`config.mk`:
```
export PLATFORM = sky130hd
export DESIGN_NAME = lwfri_back
export DESIGN_NICKNAME = d
export VERILOG_FILES = /design/src/design/lwfri_pkg.sv /design/src/design/lwfri_back.sv
export SDC_FILE = /design/constraint.sdc
export NUM_CORES = 2
export LEC_CHECK = 0
export BUFFER_PORTS_ARGS = -buffer_cell sky130_fd_sc_hd__buf_2
export CORE_MARGIN = 10
export CORE_UTILIZATION = 55
export CTS_CLUSTER_SIZE = 28
export DETAILED_ROUTE_END_ITERATION = 10
export PLACE_DENSITY_LB_ADDON = 0.25
export RECOVER_POWER = 25
export SYNTH_ARGS = -nofsm -noshare
export SYNTH_HDL_FRONTEND = slang
export SYNTH_SLANG_ARGS = --single-unit
```
`constraint.sdc`:
```
create_clock -name clk -period 21.8 [get_ports clk]
set_input_delay 1.09 -clock clk [delete_from_list [all_inputs] [get_ports clk]]
set_output_delay 1.09 -clock clk [all_outputs]
set_load 0.02 [all_outputs]
```
`src/design/lwfri_pkg.sv`:
```
// Shared constants and types for the lidar window filter with radial inflation.
// Used by every module of the block; depends on nothing.
`default_nettype none

package lwfri_pkg;

	// fraction bits added to the ray length by the square root
	localparam int LEN_FRAC   = 12;
	localparam int INT_BITS   = 16;
	localparam int STEP_BITS  = 12;
	localparam int COUNT_BITS = 5;
	// quotient bits of 2*|c|*step*4096 / Lq, which never exceeds 2*step
	localparam int QUO_BITS   = STEP_BITS + 2;
	localparam int IDX_BITS   = 3;

	// configuration register indexes
	typedef enum logic [IDX_BITS-1:0] {
		REG_X_UPPER = 3'd0,
		REG_X_LOWER = 3'd1,
		REG_SIDE    = 3'd2,
		REG_THR     = 3'd3,
		REG_STEP    = 3'd4,
		REG_COUNT   = 3'd5
	} cfg_idx_t;

	// back end sequencer
	typedef enum logic [3:0] {
		ST_IDLE = 4'b0001,
		ST_DIV  = 4'b0010,
		ST_PREP = 4'b0100,
		ST_EMIT = 4'b1000
	} back_st_t;

endpackage

`default_nettype wire

```
`src/design/lwfri_back.sv`:
```
// Back end: per-coordinate division by Lq, incremental walk over the run, rounding,
// saturation and the output register. Depends on lwfri_pkg.
`default_nettype none

module lwfri_back #(
	parameter int COORD_BITS    = 18,
	parameter int MAX_INFLATION = 16,
	localparam int NW = $clog2(MAX_INFLATION + 1),
	localparam int LW = COORD_BITS + lwfri_pkg::LEN_FRAC
) (
	input  wire logic                            clk,
	input  wire logic                            arst_n,
	input  wire logic                            in_valid,
	output logic                                 in_ready,
	input  wire logic signed [COORD_BITS-1:0]    in_x,
	input  wire logic signed [COORD_BITS-1:0]    in_y,
	input  wire logic [lwfri_pkg::INT_BITS-1:0]  in_inten,
	input  wire logic [NW-1:0]                   in_n,
	input  wire logic [NW-1:0]                   in_off,
	input  wire logic [LW-1:0]                   in_lq,
	input  wire logic [lwfri_pkg::STEP_BITS-1:0] step,
	output logic                                 out_valid,
	input  wire logic                            out_ready,
	output logic [COORD_BITS-1:0]                out_x,
	output logic [COORD_BITS-1:0]                out_y,
	output logic [lwfri_pkg::INT_BITS-1:0]       out_inten,
	output logic                                 out_last
);

	localparam int QB = lwfri_pkg::QUO_BITS;
	localparam int SB = lwfri_pkg::STEP_BITS;
	localparam int MW = COORD_BITS + SB + lwfri_pkg::LEN_FRAC + 1;
	localparam int GW = QB + NW;
	localparam int SW = COORD_BITS + GW + 1;
	localparam int DC = $clog2(QB);

	lwfri_pkg::back_st_t st_q;
	logic [DC-1:0]       dcnt_q;
	logic [NW-1:0]       i_q;
	logic [NW-1:0]       absk_q;
	logic                ov_q;

	logic signed [COORD_BITS-1:0]   x_q;
	logic signed [COORD_BITS-1:0]   y_q;
	logic [lwfri_pkg::INT_BITS-1:0] int_q;
	logic [NW-1:0]       n_q;
	logic [NW-1:0]       off_q;
	logic [LW-1:0]       lq_q;
	logic [MW-1:0]       mx_q;
	logic [MW-1:0]       my_q;
	logic [MW-1:0]       dv_q;
	logic [QB-1:0]       qx_q;
	logic [QB-1:0]       qy_q;
	logic [GW-1:0]       gx_q;
	logic [GW-1:0]       gy_q;
	logic [LW-1:0]       rx_q;
	logic [LW-1:0]       ry_q;
	logic [COORD_BITS-1:0]          ox_q;
	logic [COORD_BITS-1:0]          oy_q;
	logic [lwfri_pkg::INT_BITS-1:0] oint_q;
	logic                           olast_q;

	logic                acc;
	logic                last;
	logic                emit_fire;
	logic                kneg;
	logic                lqz;
	logic                walk_up;
	logic [COORD_BITS-1:0]    ax;
	logic [COORD_BITS-1:0]    ay;
	logic [COORD_BITS+SB-1:0] px;
	logic [COORD_BITS+SB-1:0] py;
	logic [GW+LW-1:0]    wx;
	logic [GW+LW-1:0]    wy;
	logic [GW:0]         gx1;
	logic [GW:0]         gy1;
	logic [NW+SB-1:0]    kstep;
	logic [GW-1:0]       qxv;
	logic [GW-1:0]       qyv;
	logic                negx;
	logic                negy;
	logic signed [SW-1:0] cx;
	logic signed [SW-1:0] cy;
	logic signed [SW-1:0] vx;
	logic signed [SW-1:0] vy;
	logic [COORD_BITS-1:0] sx;
	logic [COORD_BITS-1:0] sy;

	// one step of floor(|k| * M / Lq) with its remainder, up or down by one in |k|
	function automatic logic [GW+LW-1:0] walk(input logic [GW-1:0] g, input logic [LW-1:0] r,
		input logic [QB-1:0] qm, input logic [LW-1:0] rm, input logic [LW-1:0] lq,
		input logic up);
		logic [LW:0]   t;
		logic [GW-1:0] gq;
		gq = GW'(qm);
		if (up) begin
			t = {1'b0, r} + {1'b0, rm};
			if (t >= {1'b0, lq}) walk = {g + gq + GW'(1), LW'(t - {1'b0, lq})};
			else walk = {g + gq, t[LW-1:0]};
		end else begin
			t = {1'b0, r} - {1'b0, rm};
			if (t[LW]) walk = {g - gq - GW'(1), LW'(t + {1'b0, lq})};
			else walk = {g - gq, t[LW-1:0]};
		end
	endfunction

	// clamp to the signed coordinate range
	function automatic logic [COORD_BITS-1:0] sat(input logic signed [SW-1:0] v);
		logic [SW-COORD_BITS:0] top;
		top = v[SW-1:COORD_BITS-1];
		if (top == '0 || top == '1) sat = v[COORD_BITS-1:0];
		else if (v[SW-1]) sat = {1'b1, {(COORD_BITS-1){1'b0}}};
		else sat = {1'b0, {(COORD_BITS-1){1'b1}}};
	endfunction

	assign last      = (i_q == n_q - NW'(1));
	assign emit_fire = (st_q == lwfri_pkg::ST_EMIT) && (!ov_q || out_ready);
	assign in_ready  = (st_q == lwfri_pkg::ST_IDLE) || (emit_fire && last);
	assign acc       = in_valid && in_ready;

	// dividends, walk step and rounded, saturated coordinates
	always_comb begin
		ax      = in_x[COORD_BITS-1] ? (~in_x + 1'b1) : in_x;
		ay      = in_y[COORD_BITS-1] ? (~in_y + 1'b1) : in_y;
		px      = (COORD_BITS+SB)'(ax) * (COORD_BITS+SB)'(step);
		py      = (COORD_BITS+SB)'(ay) * (COORD_BITS+SB)'(step);
		kneg    = (i_q < off_q);
		walk_up = (st_q == lwfri_pkg::ST_PREP) || !kneg;
		wx      = walk(gx_q, rx_q, qx_q, mx_q[LW-1:0], lq_q, walk_up);
		wy      = walk(gy_q, ry_q, qy_q, my_q[LW-1:0], lq_q, walk_up);
		lqz     = (lq_q == '0);
		gx1     = {1'b0, gx_q} + (GW+1)'(1);
		gy1     = {1'b0, gy_q} + (GW+1)'(1);
		kstep   = (NW+SB)'(absk_q) * (NW+SB)'(step);
		qxv     = gx1[GW:1];
		qyv     = lqz ? GW'(kstep) : gy1[GW:1];
		negx    = x_q[COORD_BITS-1] ^ kneg;
		negy    = lqz ? kneg : (y_q[COORD_BITS-1] ^ kneg);
		cx      = SW'(x_q);
		cy      = lqz ? '0 : SW'(y_q);
		vx      = negx ? (cx - SW'(qxv)) : (cx + SW'(qxv));
		vy      = negy ? (cy - SW'(qyv)) : (cy + SW'(qyv));
		sx      = lqz ? '0 : sat(vx);
		sy      = sat(vy);
	end

	// sequencer, run position and output valid
	always_ff @(posedge clk or negedge arst_n) begin
		if (!arst_n) begin
			st_q   <= lwfri_pkg::ST_IDLE;
			dcnt_q <= '0;
			i_q    <= '0;
			absk_q <= '0;
			ov_q   <= 1'b0;
		end else begin
			if (emit_fire) ov_q <= 1'b1;
			else if (out_ready) ov_q <= 1'b0;

			if (acc) begin
				st_q   <= (in_lq == '0) ? lwfri_pkg::ST_EMIT : lwfri_pkg::ST_DIV;
				dcnt_q <= DC'(QB - 1);
				i_q    <= '0;
				absk_q <= (in_lq == '0) ? in_off : '0;
			end else begin
				case (st_q)
					lwfri_pkg::ST_DIV: begin
						dcnt_q <= dcnt_q - DC'(1);
						if (dcnt_q == '0) begin
							st_q <= (off_q == '0) ? lwfri_pkg::ST_EMIT : lwfri_pkg::ST_PREP;
						end
					end
					lwfri_pkg::ST_PREP: begin
						absk_q <= absk_q + NW'(1);
						if (absk_q + NW'(1) == off_q) st_q <= lwfri_pkg::ST_EMIT;
					end
					lwfri_pkg::ST_EMIT: begin
						if (emit_fire) begin
							i_q    <= i_q + NW'(1);
							absk_q <= kneg ? (absk_q - NW'(1)) : (absk_q + NW'(1));
							if (last) st_q <= lwfri_pkg::ST_IDLE;
						end
					end
					default: begin
						st_q <= lwfri_pkg::ST_IDLE;
					end
				endcase
			end
		end
	end

	// datapath: divide, walk to the first point, walk along the run
	always_ff @(posedge clk) begin
		if (acc) begin
			x_q   <= in_x;
			y_q   <= in_y;
			int_q <= in_inten;
			n_q   <= in_n;
			off_q <= in_off;
			lq_q  <= in_lq;
			mx_q  <= MW'(px) << (lwfri_pkg::LEN_FRAC + 1);
			my_q  <= MW'(py) << (lwfri_pkg::LEN_FRAC + 1);
			dv_q  <= MW'(in_lq) << (QB - 1);
			gx_q  <= '0;
			gy_q  <= '0;
			rx_q  <= '0;
			ry_q  <= '0;
		end else if (st_q == lwfri_pkg::ST_DIV) begin
			if (mx_q >= dv_q) mx_q <= mx_q - dv_q;
			if (my_q >= dv_q) my_q <= my_q - dv_q;
			qx_q <= {qx_q[QB-2:0], (mx_q >= dv_q)};
			qy_q <= {qy_q[QB-2:0], (my_q >= dv_q)};
			dv_q <= dv_q >> 1;
		end else if ((st_q == lwfri_pkg::ST_PREP) || emit_fire) begin
			{gx_q, rx_q} <= wx;
			{gy_q, ry_q} <= wy;
		end

		if (emit_fire) begin
			ox_q    <= sx;
			oy_q    <= sy;
			oint_q  <= int_q;
			olast_q <= last;
		end
	end

	assign out_valid = ov_q;
	assign out_x     = ox_q;
	assign out_y     = oy_q;
	assign out_inten = oint_q;
	assign out_last  = olast_q;

endmodule

`default_nettype wire

```
==> run_results.csv <==
group,metric,value,unit
timing,holdWs,0.418,ns
die,rows,120,
placement,port_buffers,162,
clock_tree,clk_latency,0.69,ns
hold_path,min-delay-start,"int_q[15]",
timing,tightestPinTransition,1.50,ns
synthesis,synth_fp_nets,8376,
synthesis,synth_area_leaders,"edfxtp_1, ha_1, fa_1, xnor2_1, nand2_1",
synthesis,syn_inst,7288,
critical_path,max_stage_delay,0.73,ns
clock_tree,cts_resized,0,
critical_path,worstRegToRegCells,28,
timing,setup_tns,0,ns
die,dieArea,0.121,mm2
routing,drc,0,
clock_tree,cts_buffers,52,
run_status,violations,"max-capacitance violations, max-slew violations",
timing,hold_violations,0,
critical_path,cp-end-kind,"register",
critical_path,crit_path_start_kind,"input pin",
timing,period_minus_slack,10.02,ns
critical_path,critPathKind,"in2reg",
critical_path,cp.required,22.16,ns
routing,wl_per_cell,22.3,um
synthesis,synth_ff_type,"edfxtp_1",
die,core-area,0.107,mm2
hold_path,min_to,"out_inten[15]",
timing,finalSetupViolCount,0,
critical_path,cp_common_cell,"o21ai_0",
layout,final_nets,8333,
routing,antenna_left,0,
timing,relSlewSlack,-1.57,%
layout,drive_gt1_share,4.64,%
clock_tree,cts_buffer_depth,3,
synthesis,async_flop_share,4.53,%
synthesis,syn_area_per_cell,8.14,um2
critical_path,cp.arrival,10.38,ns
placement,gp_congestion,0.987,
die,start_util,55.4,%
layout,final_common_cell,"nand2_1",
hold_path,min_path_cells,0,
routing,num_vias,54293,
grt,grtUsageTotal,31.1,%
synthesis,synth-seq-cells,419,
clock_tree,cts_setup_buffers,0,
synthesis,ys_types,112,
placement,hpwlAfterDp,153000,um
clock_tree,postCtsHoldBufs,0,
clock_tree,cts_tree,"done",
routing,routed_wl,194000,um
layout,final_cell_mix,"nand2_1, inv_1, ha_1, a21oi_1, nor2_1",
hold_path,hold_class,"reg2reg",
grt,grt_pass1_vias,52047,
flow_run,cap_violations,1,
timing,slew_violations,2,
grt,antenna_found_initial,3,
routing,first_pass_iters,6,
grt,grt_overflow_total,0,
timing,finalCritPeriodShare,46.0,%
timing,clock.fmax,99.8,MHz
routing,viasPerCell,6.24,
timing,fin_skew,0.0531,ns
synthesis,synth_edf_count,263,
clock_tree,path_clk_slew,0.06,ns
timing,rsz0062_at_grt,"false",
synthesis,yosysTopAreaCellShare,13.3,%
critical_path,crit_start,"step[2]",
synthesis,synth_area,0.0593,mm2
critical_path,reg2reg_from,"absk_q[2]",
clock_tree,root_buffer,"clkbuf_16",
critical_path,cp_slowest_cell,"a31o_1",
routing,drt-initial-drc-count,5038,
synthesis,yosys_warnings,0,
critical_path,reg2reg_to,"out_y[4]",
grt,grt_pass1_wl,299000,um
layout,fillers,9866,
die,die_w,348,um
synthesis,yosysSeqAreaShare,18.7,%
clock_tree,cts_htree_levels,2,
grt,grt_max_degree,110,
critical_path,regToRegSetupSlack,12.15,ns
layout,syn_to_final_growth,5.96,%
die,die_h,348,um
die,ios,163,
clock_tree,clock-sinks,419,
synthesis,yosys.area.top_type,"edfxtp_1",
run_status,outcome,"finished with violations",
critical_path,crit_fanout,41,
[per-stage QoR]
step           utilization (%)  instance area (um2)  setup slack, ns  std cells
6_report                  58.7                62800            11.78       8694
5_1_grt                   58.7                62800            11.01       8692
4_1_cts                   58.8                63000            11.99       8692
3_5_place_dp              57.1                61200            11.32       8594
3_3_place_gp              57.1                61200            11.42       8593
2_1_floorplan                -                59300            13.24       7288
[worst max-delay path: cells and delay by family]
family	cells	cell delay (ns)
fa+ha+maj	5	2.21
compound gates	13	4.40
xor+xnor	2	0.30
simple gates	7	1.62
buf+inv	2	0.71
[cells by family (layout without fill, tap and decap cells)]
group	Yosys count	in the layout	synth area share, %
AO/OA/AOI/OAI	1932	1932	21.1
adder cells (fa/ha/maj)	980	980	25.3
XOR/XNOR	588	588	8.68
other	0	2	0
buffers and inverters	1053	1054	6.84
multiplexers	31	31	0.536
flip-flops	419	419	18.7
AND/OR/NAND/NOR	2285	2285	18.8
[cells in the mapped netlist, types with 50 or more instances]
cell type,n
nor2b_1,75
xor2_1,199
edfxtp_1,263
o31ai_1,50
dfxtp_1,137
xnor2_1,389
fa_1,366
and2_1,212
a31oi_1,52
a21oi_1,536
nand2b_1,89
o211ai_1,83
a211oi_1,96
o21ai_0,403
nand3_1,146
nor3_1,135
inv_1,718
and3_1,57
clkbuf_1,268
nand2_1,809
o21bai_1,67
o22ai_1,53
a21o_1,168
nor2_1,434
ha_1,614
nand4_1,69
o21a_1,71
nor4_1,55
[worst max-delay path by stage]
stage                           to  slack [ns]  cells past startpoint
after floorplan           out_y[6]       13.24                     34
after global placement    out_y[1]       11.42                     29
after detailed placement  out_y[4]       11.32                     29
after CTS                 out_y[4]       11.99                     29
after global routing      out_y[1]       11.01                     29
final                     out_y[4]       11.78                     29
[per-layer routing]
| layer | wire, um | track usage, % | share of wire [%] | vias up |
|---|---|---|---|---|
| li1 | - | - | - | 25447 |
| met1 | 81600 | 42.3 | 42 | 26218 |
| met2 | 83600 | 47.4 | 43 | 2283 |
| met3 | 20900 | 7.55 | 11 | 345 |
| met4 | 7910 | 11.7 | 4.1 | 0 |
| met5 | 0 | 0 | 0 | - |
[final cells by class]
cell class | count | area, um2 | share of cell area (%)
clock buffer | 56 | 1350 | 2.14
multi-input combinational | 5816 | 44200 | 70.4
tap | 1403 | 1760 | 2.79
inverter | 721 | 2710 | 4.32
timing repair buffer | 235 | 1220 | 1.95
antenna | 2 | 5.00 | 0.00796
sequential | 419 | 11100 | 17.7
clock inverter | 42 | 468 | 0.745
[registers in the layout, indices dropped and copies added, names as in the netlist, 14 cells and up]
signal     cells
my_q          43
x_q           18
out_x         18
int_q         16
rx_q          30
gx_q          19
qx_q          14
gy_q          19
mx_q          43
qy_q          14
y_q           18
out_inten     16
out_y         18
lq_q          30
dv_q          43
ry_q          30
Power is not shown: default switching activity piles up to over one toggle a cycle in this logic, so the estimate is an artifact.
