### config.mk
export PLATFORM = sky130hd
export DESIGN_NAME = lwfri_front
export DESIGN_NICKNAME = d
export VERILOG_FILES = /design/src/design/lwfri_pkg.sv /design/src/design/lwfri_front.sv
export SDC_FILE = /design/constraint.sdc
export NUM_CORES = 1
export LEC_CHECK = 0
export BUFFER_PORTS_ARGS = -buffer_cell sky130_fd_sc_hd__buf_4
export CORE_MARGIN = 1.5
export CORE_UTILIZATION = 47
export DETAILED_ROUTE_END_ITERATION = 6
export PLACE_DENSITY = 0.73
export SLEW_MARGIN = 20
export SYNTH_ARGS = -nofsm -noshare
export SYNTH_HDL_FRONTEND = slang
export SYNTH_SLANG_ARGS = --single-unit
### constraint.sdc
create_clock -name clk -period 5.55 [get_ports clk]
set_input_delay 0.555 -clock clk [delete_from_list [all_inputs] [get_ports clk]]
set_output_delay 0.555 -clock clk [all_outputs]
set_load 0.01 [all_outputs]
### src/design/lwfri_pkg.sv
// Shared constants and types for the lidar window filter with radial inflation.
// Used by every module of the block; depends on nothing.
`default_nettype none

package lwfri_pkg;

	// fraction bits added to the ray length by the square root
	localparam int LEN_FRAC   = 12;
	localparam int INT_BITS   = 16;
	localparam int STEP_BITS  = 12;
	localparam int COUNT_BITS = 5;
	// quotient bits of 2*|c|*step*4096 / Lq, which never exceeds 2*step
	localparam int QUO_BITS   = STEP_BITS + 2;
	localparam int IDX_BITS   = 3;

	// configuration register indexes
	typedef enum logic [IDX_BITS-1:0] {
		REG_X_UPPER = 3'd0,
		REG_X_LOWER = 3'd1,
		REG_SIDE    = 3'd2,
		REG_THR     = 3'd3,
		REG_STEP    = 3'd4,
		REG_COUNT   = 3'd5
	} cfg_idx_t;

	// back end sequencer
	typedef enum logic [3:0] {
		ST_IDLE = 4'b0001,
		ST_DIV  = 4'b0010,
		ST_PREP = 4'b0100,
		ST_EMIT = 4'b1000
	} back_st_t;

endpackage

`default_nettype wire

### src/design/lwfri_front.sv
// Front end: window filter, count clamp and a two-entry queue of kept points.
// Depends on lwfri_pkg.
`default_nettype none

module lwfri_front #(
	parameter int COORD_BITS    = 18,
	parameter int MAX_INFLATION = 16,
	localparam int NW = $clog2(MAX_INFLATION + 1)
) (
	input  wire logic                               clk,
	input  wire logic                               arst_n,
	input  wire logic                               in_valid,
	output logic                                    in_ready,
	input  wire logic signed [COORD_BITS-1:0]       in_x,
	input  wire logic signed [COORD_BITS-1:0]       in_y,
	input  wire logic [lwfri_pkg::INT_BITS-1:0]     in_inten,
	input  wire logic signed [COORD_BITS-1:0]       x_upper,
	input  wire logic signed [COORD_BITS-1:0]       x_lower,
	input  wire logic [COORD_BITS-2:0]              side,
	input  wire logic [lwfri_pkg::INT_BITS-1:0]     thr,
	input  wire logic [lwfri_pkg::COUNT_BITS-1:0]   count,
	output logic                                    out_valid,
	input  wire logic                               out_ready,
	output logic signed [COORD_BITS-1:0]            out_x,
	output logic signed [COORD_BITS-1:0]            out_y,
	output logic [lwfri_pkg::INT_BITS-1:0]          out_inten,
	output logic [NW-1:0]                           out_n,
	output logic [NW-1:0]                           out_off
);

	logic [COORD_BITS-1:0] ay;
	logic [NW-1:0]         n;
	logic [NW-1:0]         off;
	logic                  keep;
	logic                  push;
	logic                  pop;

	logic signed [COORD_BITS-1:0]        ent_x_q   [2];
	logic signed [COORD_BITS-1:0]        ent_y_q   [2];
	logic [lwfri_pkg::INT_BITS-1:0]      ent_int_q [2];
	logic [NW-1:0]                       ent_n_q   [2];
	logic [NW-1:0]                       ent_off_q [2];
	logic                                wr_ptr_q;
	logic                                rd_ptr_q;
	logic [1:0]                          cnt_q;

	// classify: window test and clamped run length
	always_comb begin
		ay = in_y[COORD_BITS-1] ? (~in_y + 1'b1) : in_y;
		if (int'(count) > MAX_INFLATION) begin
			n = NW'(MAX_INFLATION);
		end else begin
			n = NW'(count);
		end
		off  = (n - NW'(1)) >> 1;
		keep = (in_x > x_lower) && (in_x < x_upper) && (ay < {1'b0, side})
			&& (in_inten > thr) && (n != '0);
	end

	assign in_ready  = (cnt_q != 2'd2);
	assign out_valid = (cnt_q != 2'd0);
	assign push      = in_valid && in_ready && keep;
	assign pop       = out_valid && out_ready;

	// queue pointers and fill level
	always_ff @(posedge clk or negedge arst_n) begin
		if (!arst_n) begin
			wr_ptr_q <= 1'b0;
			rd_ptr_q <= 1'b0;
			cnt_q    <= 2'd0;
		end else begin
			if (push) wr_ptr_q <= ~wr_ptr_q;
			if (pop)  rd_ptr_q <= ~rd_ptr_q;
			if (push && !pop)      cnt_q <= cnt_q + 2'd1;
			else if (pop && !push) cnt_q <= cnt_q - 2'd1;
		end
	end

	// store kept points
	always_ff @(posedge clk) begin
		if (push) begin
			ent_x_q[wr_ptr_q]   <= in_x;
			ent_y_q[wr_ptr_q]   <= in_y;
			ent_int_q[wr_ptr_q] <= in_inten;
			ent_n_q[wr_ptr_q]   <= n;
			ent_off_q[wr_ptr_q] <= off;
		end
	end

	assign out_x     = ent_x_q[rd_ptr_q];
	assign out_y     = ent_y_q[rd_ptr_q];
	assign out_inten = ent_int_q[rd_ptr_q];
	assign out_n     = ent_n_q[rd_ptr_q];
	assign out_off   = ent_off_q[rd_ptr_q];

endmodule

`default_nettype wire

==> impl_metrics.csv, run 1 <==
group,metric,value,unit
timing,period_share,0.798,
synth,synth_xor_area_frac,0.0287,
timing,period_needed,4430,ps
layout,final_cells,901,
clock_tree,cts_buffers,17,
setup_path,path_max_fanout,19,
clock_tree,insertion_delay,410,ps
synth,synth_top_area_frac,0.545,
layout,final_cell_mix,"buf_4, edfxtp_1, inv_1",
synth,synth_fp_nets,703,
timing,tightest_slew,730,ps
layout,antennaDiodeCount,0,
synth,avgSynthCellArea,13.4,um^2
placed_design,portBuffers,192,
global_route,grt_start_max_net_pins,42,
timing,drv_slew,0,
clock_tree,cts-root-buf,"clkbuf_16",
setup_path,crit_path_start_kind,"input port",
min_path,holdCritPathClass,"in2reg",
placed_design,gp_congestion,0.870,
detailed_routing,drtPass1Iterations,5,
detailed_routing,wl,15.1,mm
floorplan,die_w,123,um
setup_path,crit_path_end_kind,"register",
placed_design,dp_hpwl,11.6,mm
detailed_routing,final_antenna_net_count,0,
floorplan,die_h,123,um
layout,nFillCells,1064,
clock_tree,htree_levels,4,
clock_tree,tritoncts,"yes",
floorplan,io_pins,194,
synth,synth_seq_cells,126,
clock_tree,clkSinkCount,126,
detailed_routing,num_vias,4669,
detailed_routing,drcViolationCount,0,
clock_tree,clk_path_buf_depth,2,
timing,setup_viol,0,
global_route,grt_overflow,0,
detailed_routing,wl_per_cell,16.7,um
layout,nets,909,
setup_path,cp_data_arrival_time,4520,ps
synth,synth_top_flop_cell,"edfxtp_1",
synth,ys_seq_area_frac,0.560,
synth,synthMuxAreaShare,0.104,
placed_design,place_inst,868,
clock_tree,clkTransAtPathRegs,60,ps
synth,synthArstFlopShare,0.0317,
layout,drive_gt1_frac,0.333,
global_route,grt_pass1_vias,4854,
layout,utilization,0.650,
run,max-cap-violations,0,
power,peakVddDrop,0.210,mV
power,total_power,3.10,mW
timing,rsz0062_at_grt,"false",
timing,skew,10.2,ps
floorplan,row_count,43,
synth,synth_top_family_by_area,"adder cells",
synth,yosysWarnings,0,
synth,synth_compound_area_frac,0.0632,
global_route,grt_pass1_wl,23.4,mm
floorplan,initial_core_util,0.482,
run_status,status,"complete, no violations",
synth,syn_inst,502,
synth,syn_area,6720,um^2
synth,yosys.area_share.simple,0.0613,
power,p_per_area,343,nW/um^2
timing,hold_ws,343,ps
clock_tree,post_cts_resized,0,
layout,final_common_cell,"buf_4",
detailed_routing,via_per_inst,5.18,
floorplan,die-area,15000,um^2
global_route,antenna_found_initial,0,
synth,yosys-top-cells-area,"edfxtp_1, ha_1, mux2_1",
synth,yosys.cell_types.count,47,
setup_path,cp.required,5640,ps
timing,fmax,0.226,GHz
power,leakagePower,3.94,nW
synth,synth_top_area_cell,"edfxtp_1",
global_route,grt_usage,0.208,
timing,hold_viol_final,0,
setup_path,worstSetupPathType,"in2reg",
layout,area_growth,34.8,%
detailed_routing,drtIter0Drc,200,
synth,synth_edf_count,122,
floorplan,core_area,13900,um^2
timing,relSlewSlack,0.509,
synth,synth-adder-area-share,0.132,
[per-layer routing]
metal | global-route usage | routed length [um] | vias to the layer above | share of wire
met5 | 0 | 0 | - | 0
met4 | 0.0959 | 417 | 0 | 0.028
met3 | 0.0344 | 633 | 31 | 0.042
met2 | 0.370 | 7780 | 151 | 0.52
met1 | 0.245 | 6230 | 2215 | 0.41
li1 | - | - | 2272 | -
[power by group]
group | switching [mW] | total, mW | internal, mW
clock | 0.435 | 1.16 | 0.723
sequential | 0.0511 | 1.14 | 1.09
combinational | 0.381 | 0.806 | 0.425
total | 0.867 | 3.10 | 2.24
[logic make-up after synthesis]
family,Yosys count
AND/OR/NAND/NOR,70
multiplexers,62
adder cells (fa/ha/maj),71
flip-flops,126
AO/OA/AOI/OAI,62
other,1
buffers and inverters,88
XOR/XNOR,22
[synth_stat cells, types with 2 or more instances]
| cell type | count |
|---|---|
| or3_1 | 3 |
| nand3_1 | 3 |
| xor2_1 | 3 |
| dfrtp_1 | 4 |
| nor2b_1 | 4 |
| ha_1 | 71 |
| nand3b_1 | 3 |
| a2111oi_0 | 2 |
| nor4_1 | 5 |
| xnor2_1 | 19 |
| nand2b_1 | 9 |
| o21ai_0 | 6 |
| mux2_1 | 59 |
| a21oi_1 | 11 |
| o21ai_1 | 6 |
| clkbuf_1 | 10 |
| nor3_1 | 5 |
| a21o_1 | 9 |
| inv_1 | 76 |
| nand2_1 | 10 |
| o32ai_1 | 2 |
| edfxtp_1 | 122 |
| o211ai_1 | 3 |
| nand4_1 | 11 |
| o41ai_1 | 2 |
| o31ai_1 | 7 |
| a211oi_1 | 5 |
| or3_4 | 2 |
| or4_1 | 2 |
| nor2_1 | 7 |
| a41oi_1 | 2 |
| a221o_1 | 2 |
| mux2_2 | 3 |
[flip-flops by register name, summed over array words and instances, names as in the netlist]
signal and count:
ent_off_q 8, ent_int_q 32, ent_n_q 10, ent_x_q 36
ent_y_q 36, rd_ptr_q 1, cnt_q 2, wr_ptr_q 1
[metrics by stage]
step | cell area (um^2) | TNS [ps] | setup slack (ps)
final | 9050 | 0 | 1120
after global routing | 9050 | 0 | 812
after CTS | 9050 | 0 | 1050
after detailed placement | 8420 | 0 | 668
after global placement | 8420 | 0 | 819
after floorplan | 6720 | -88110 | -722
[final cells by class]
class / instances / area [um^2] / share of cell area
Sequential cell: 126 / 3760 / 0.416
Timing Repair Buffer: 198 / 1510 / 0.167
Inverter: 77 / 289 / 0.0319
Multi-Input combinational cell: 288 / 2630 / 0.291
Clock inverter: 15 / 199 / 0.0220
Clock buffer: 17 / 425 / 0.0470
Tap cell: 180 / 225 / 0.0249
[worst max-delay path, cell delays in order]
cell       delay [ps]
buf_4             120
or3_4             400
or3_4             400
o31ai_1           280
xnor2_1           160
ha_1              260
and3_1            170
a221o_1           350
a41oi_1           200
o2111ai_1         140
nor4_1            360
nand4_2           280
nor2_4            460
buf_4             370
[final timing paths]
check	startpoint	endpoint	slack, ps	cells past startpoint
min in group asynchronous	arst_n	cnt_q[0]	540	2
setup / recovery	in_y[1]	ent_int_q[1][13]	1120	14
hold reg to reg	cnt_q[1]	cnt_q[1]	510	1
setup reg to reg	cnt_q[0]	ent_int_q[1][13]	2680	8
max in group asynchronous	arst_n	rd_ptr_q	4900	2
hold / removal	in_inten[5]	ent_int_q[1][5]	340	1
[what timing repair did]
| action | in CTS | in global routing |
|---|---|---|
| setup endpoints to repair | 0 | 0 |
| hold endpoints to repair | 4 | 0 |
| hold buffers | 1 | 0 |
| buffers inserted | 0 | 0 |
(Power assumes the default switching activity.)
==> inputs of run 2 (changes only) <==
Clock period 5.55 ns to 4.2 ns, I/O delays scaled along.
==> impl_metrics.csv, run 2 (same netlist as run 1, synthesis figures left out) <==
group,metric,value,unit
setup_path,worstSetupPathType,"in2reg",
clock_tree,htree_levels,4,
timing,relSlewSlack,0.369,
power,leakagePower,3.92,nW
timing,rsz0062_at_grt,"false",
global_route,grt_pass1_wl,24.1,mm
floorplan,die_h,123,um
timing,setup_viol,0,
detailed_routing,via_per_inst,5.17,
global_route,grt_overflow,0,
timing,drv_slew,0,
setup_path,slowest_stage,"or3_1",
clock_tree,cts_hold_buf,1,
power,p_per_area,444,nW/um^2
layout,area_growth,34.7,%
layout,utilization,0.649,
global_route,grt_usage,0.214,
setup_path,cp_common_cell,"or3_1",
global_route,grt_start_max_net_pins,47,
detailed_routing,drcViolationCount,0,
global_route,grt_pass1_vias,4962,
setup_path,crit_path_cell_trace,"buf_4 > or3_1 > or3_1 > o21ai_1 > xnor2_1 > ha_1 > and3_1 > a221o_1 > a41oi_1 > o2111ai_1 > nor4_1 > nand4_2 > nor2_4 > buf_12",
placed_design,gp_congestion,0.874,
layout,final_common_cell,"buf_4",
floorplan,core_area,13900,um^2
clock_tree,post_cts_resized,0,
clock_tree,cts_setup_buffers,0,
min_path,holdCritPathClass,"in2reg",
run,max-cap-violations,0,
floorplan,die-area,15000,um^2
setup_path,crit_path_end_kind,"register",
timing,hold_viol_final,0,
clock_tree,insertion_delay,410,ps
timing,period_share,0.892,
floorplan,io_pins,194,
detailed_routing,drtIter0Drc,213,
timing,fmax,0.267,GHz
floorplan,die_w,123,um
detailed_routing,final_antenna_net_count,0,
placed_design,portBuffers,192,
setup_path,path_max_fanout,46,
floorplan,initial_core_util,0.482,
detailed_routing,num_vias,4663,
setup_path,path_delay_family,"simple AND/OR/NAND/NOR gates",
detailed_routing,wl_per_cell,16.9,um
clock_tree,clkSinkCount,126,
layout,reg_top3,"ent_x_q (36), ent_y_q (36), ent_int_q (32)",
layout,antennaDiodeCount,0,
layout,nFillCells,1061,
run_status,status,"complete, no violations",
setup_path,cp.required,4280,ps
global_route,antenna_found_initial,0,
setup_path,crit_path_start_kind,"input port",
layout,drive_gt1_frac,0.334,
setup_path,slowest_delay,400,ps
power,peakVddDrop,0.329,mV
clock_tree,tritoncts,"yes",
layout,nets,910,
clock_tree,cts_buffers,17,
setup_path,crit_buf_inv,2,
clock_tree,clk_path_buf_depth,2,
setup_path,cp_data_arrival_time,3830,ps
timing,tightest_slew,946,ps
detailed_routing,wl,15.3,mm
timing,skew,5.96,ps
placed_design,dp_hpwl,11.8,mm
timing,period_needed,3750,ps
clock_tree,clkTransAtPathRegs,60,ps
power,total_power,4.01,mW
floorplan,row_count,43,
detailed_routing,drtPass1Iterations,4,
layout,final_cell_mix,"buf_4, edfxtp_1, inv_1",
clock_tree,cts-root-buf,"clkbuf_16",
run 2: cell count changes in the layout (fill, tap and decap cells not counted), sizes merged:
cell,previous run,this run
buf,197,198
bufinv,3,2
clkinvlp,3,5
inv,85,82
clkinv,1,3
run 2: final timing paths:
check / from / to / slack (ps) / depth (start not counted)
worst max register to register: cnt_q[0] / ent_off_q[0][2] / 1870 / 8
min in group asynchronous: arst_n / rd_ptr_q / 380 / 2
worst min-delay path: in_inten[3] / ent_int_q[0][3] / 210 / 1
worst min register to register: cnt_q[1] / cnt_q[1] / 500 / 1
worst max-delay path: in_y[5] / ent_off_q[0][2] / 450 / 14
max in group asynchronous: arst_n / rd_ptr_q / 3710 / 2
run 2: layer usage:
metal / wire length [um] / up-vias / global-route usage
li1: - / 2278 / -
met1: 6130 / 2200 / 0.250
met2: 8050 / 154 / 0.379
met3: 693 / 31 / 0.0414
met4: 399 / 0 / 0.0988
met5: 0 / - / 0
run 2: power by group:
part | internal (mW) | switching, mW | leakage, nW
logic | 0.571 | 0.475 | 2.50
clock network | 0.881 | 0.549 | 0.272
registers | 1.44 | 0.102 | 1.15
total | 2.89 | 1.13 | 3.92
run 2: layout make-up:
| type | instances | area, um^2 | share of cell area |
|---|---|---|---|
| flip-flops and latches | 126 | 3760 | 0.416 |
| multi-input cells | 288 | 2650 | 0.293 |
| repair buffers | 199 | 1530 | 0.170 |
| clock buffers | 17 | 425 | 0.0470 |
| inverters | 77 | 289 | 0.0319 |
| well taps | 180 | 225 | 0.0249 |
| clock inverters | 15 | 161 | 0.0178 |
run 2: metrics by stage:
| step | cells | setup TNS [ps] | cell area, um^2 | setup slack, ps | hold WS (ps) |
|---|---|---|---|---|---|
| global placement | 869 | 0 | 8450 | 111 | 217 |
| global route | 902 | 0 | 9050 | 95.0 | 193 |
| detailed placement | 869 | 0 | 8450 | 21.2 | 220 |
| floorplan | 502 | -16730 | 6750 | -148 | 124 |
| finish | 902 | 0 | 9050 | 454 | 213 |
| CTS | 902 | 0 | 9050 | 458 | 196 |
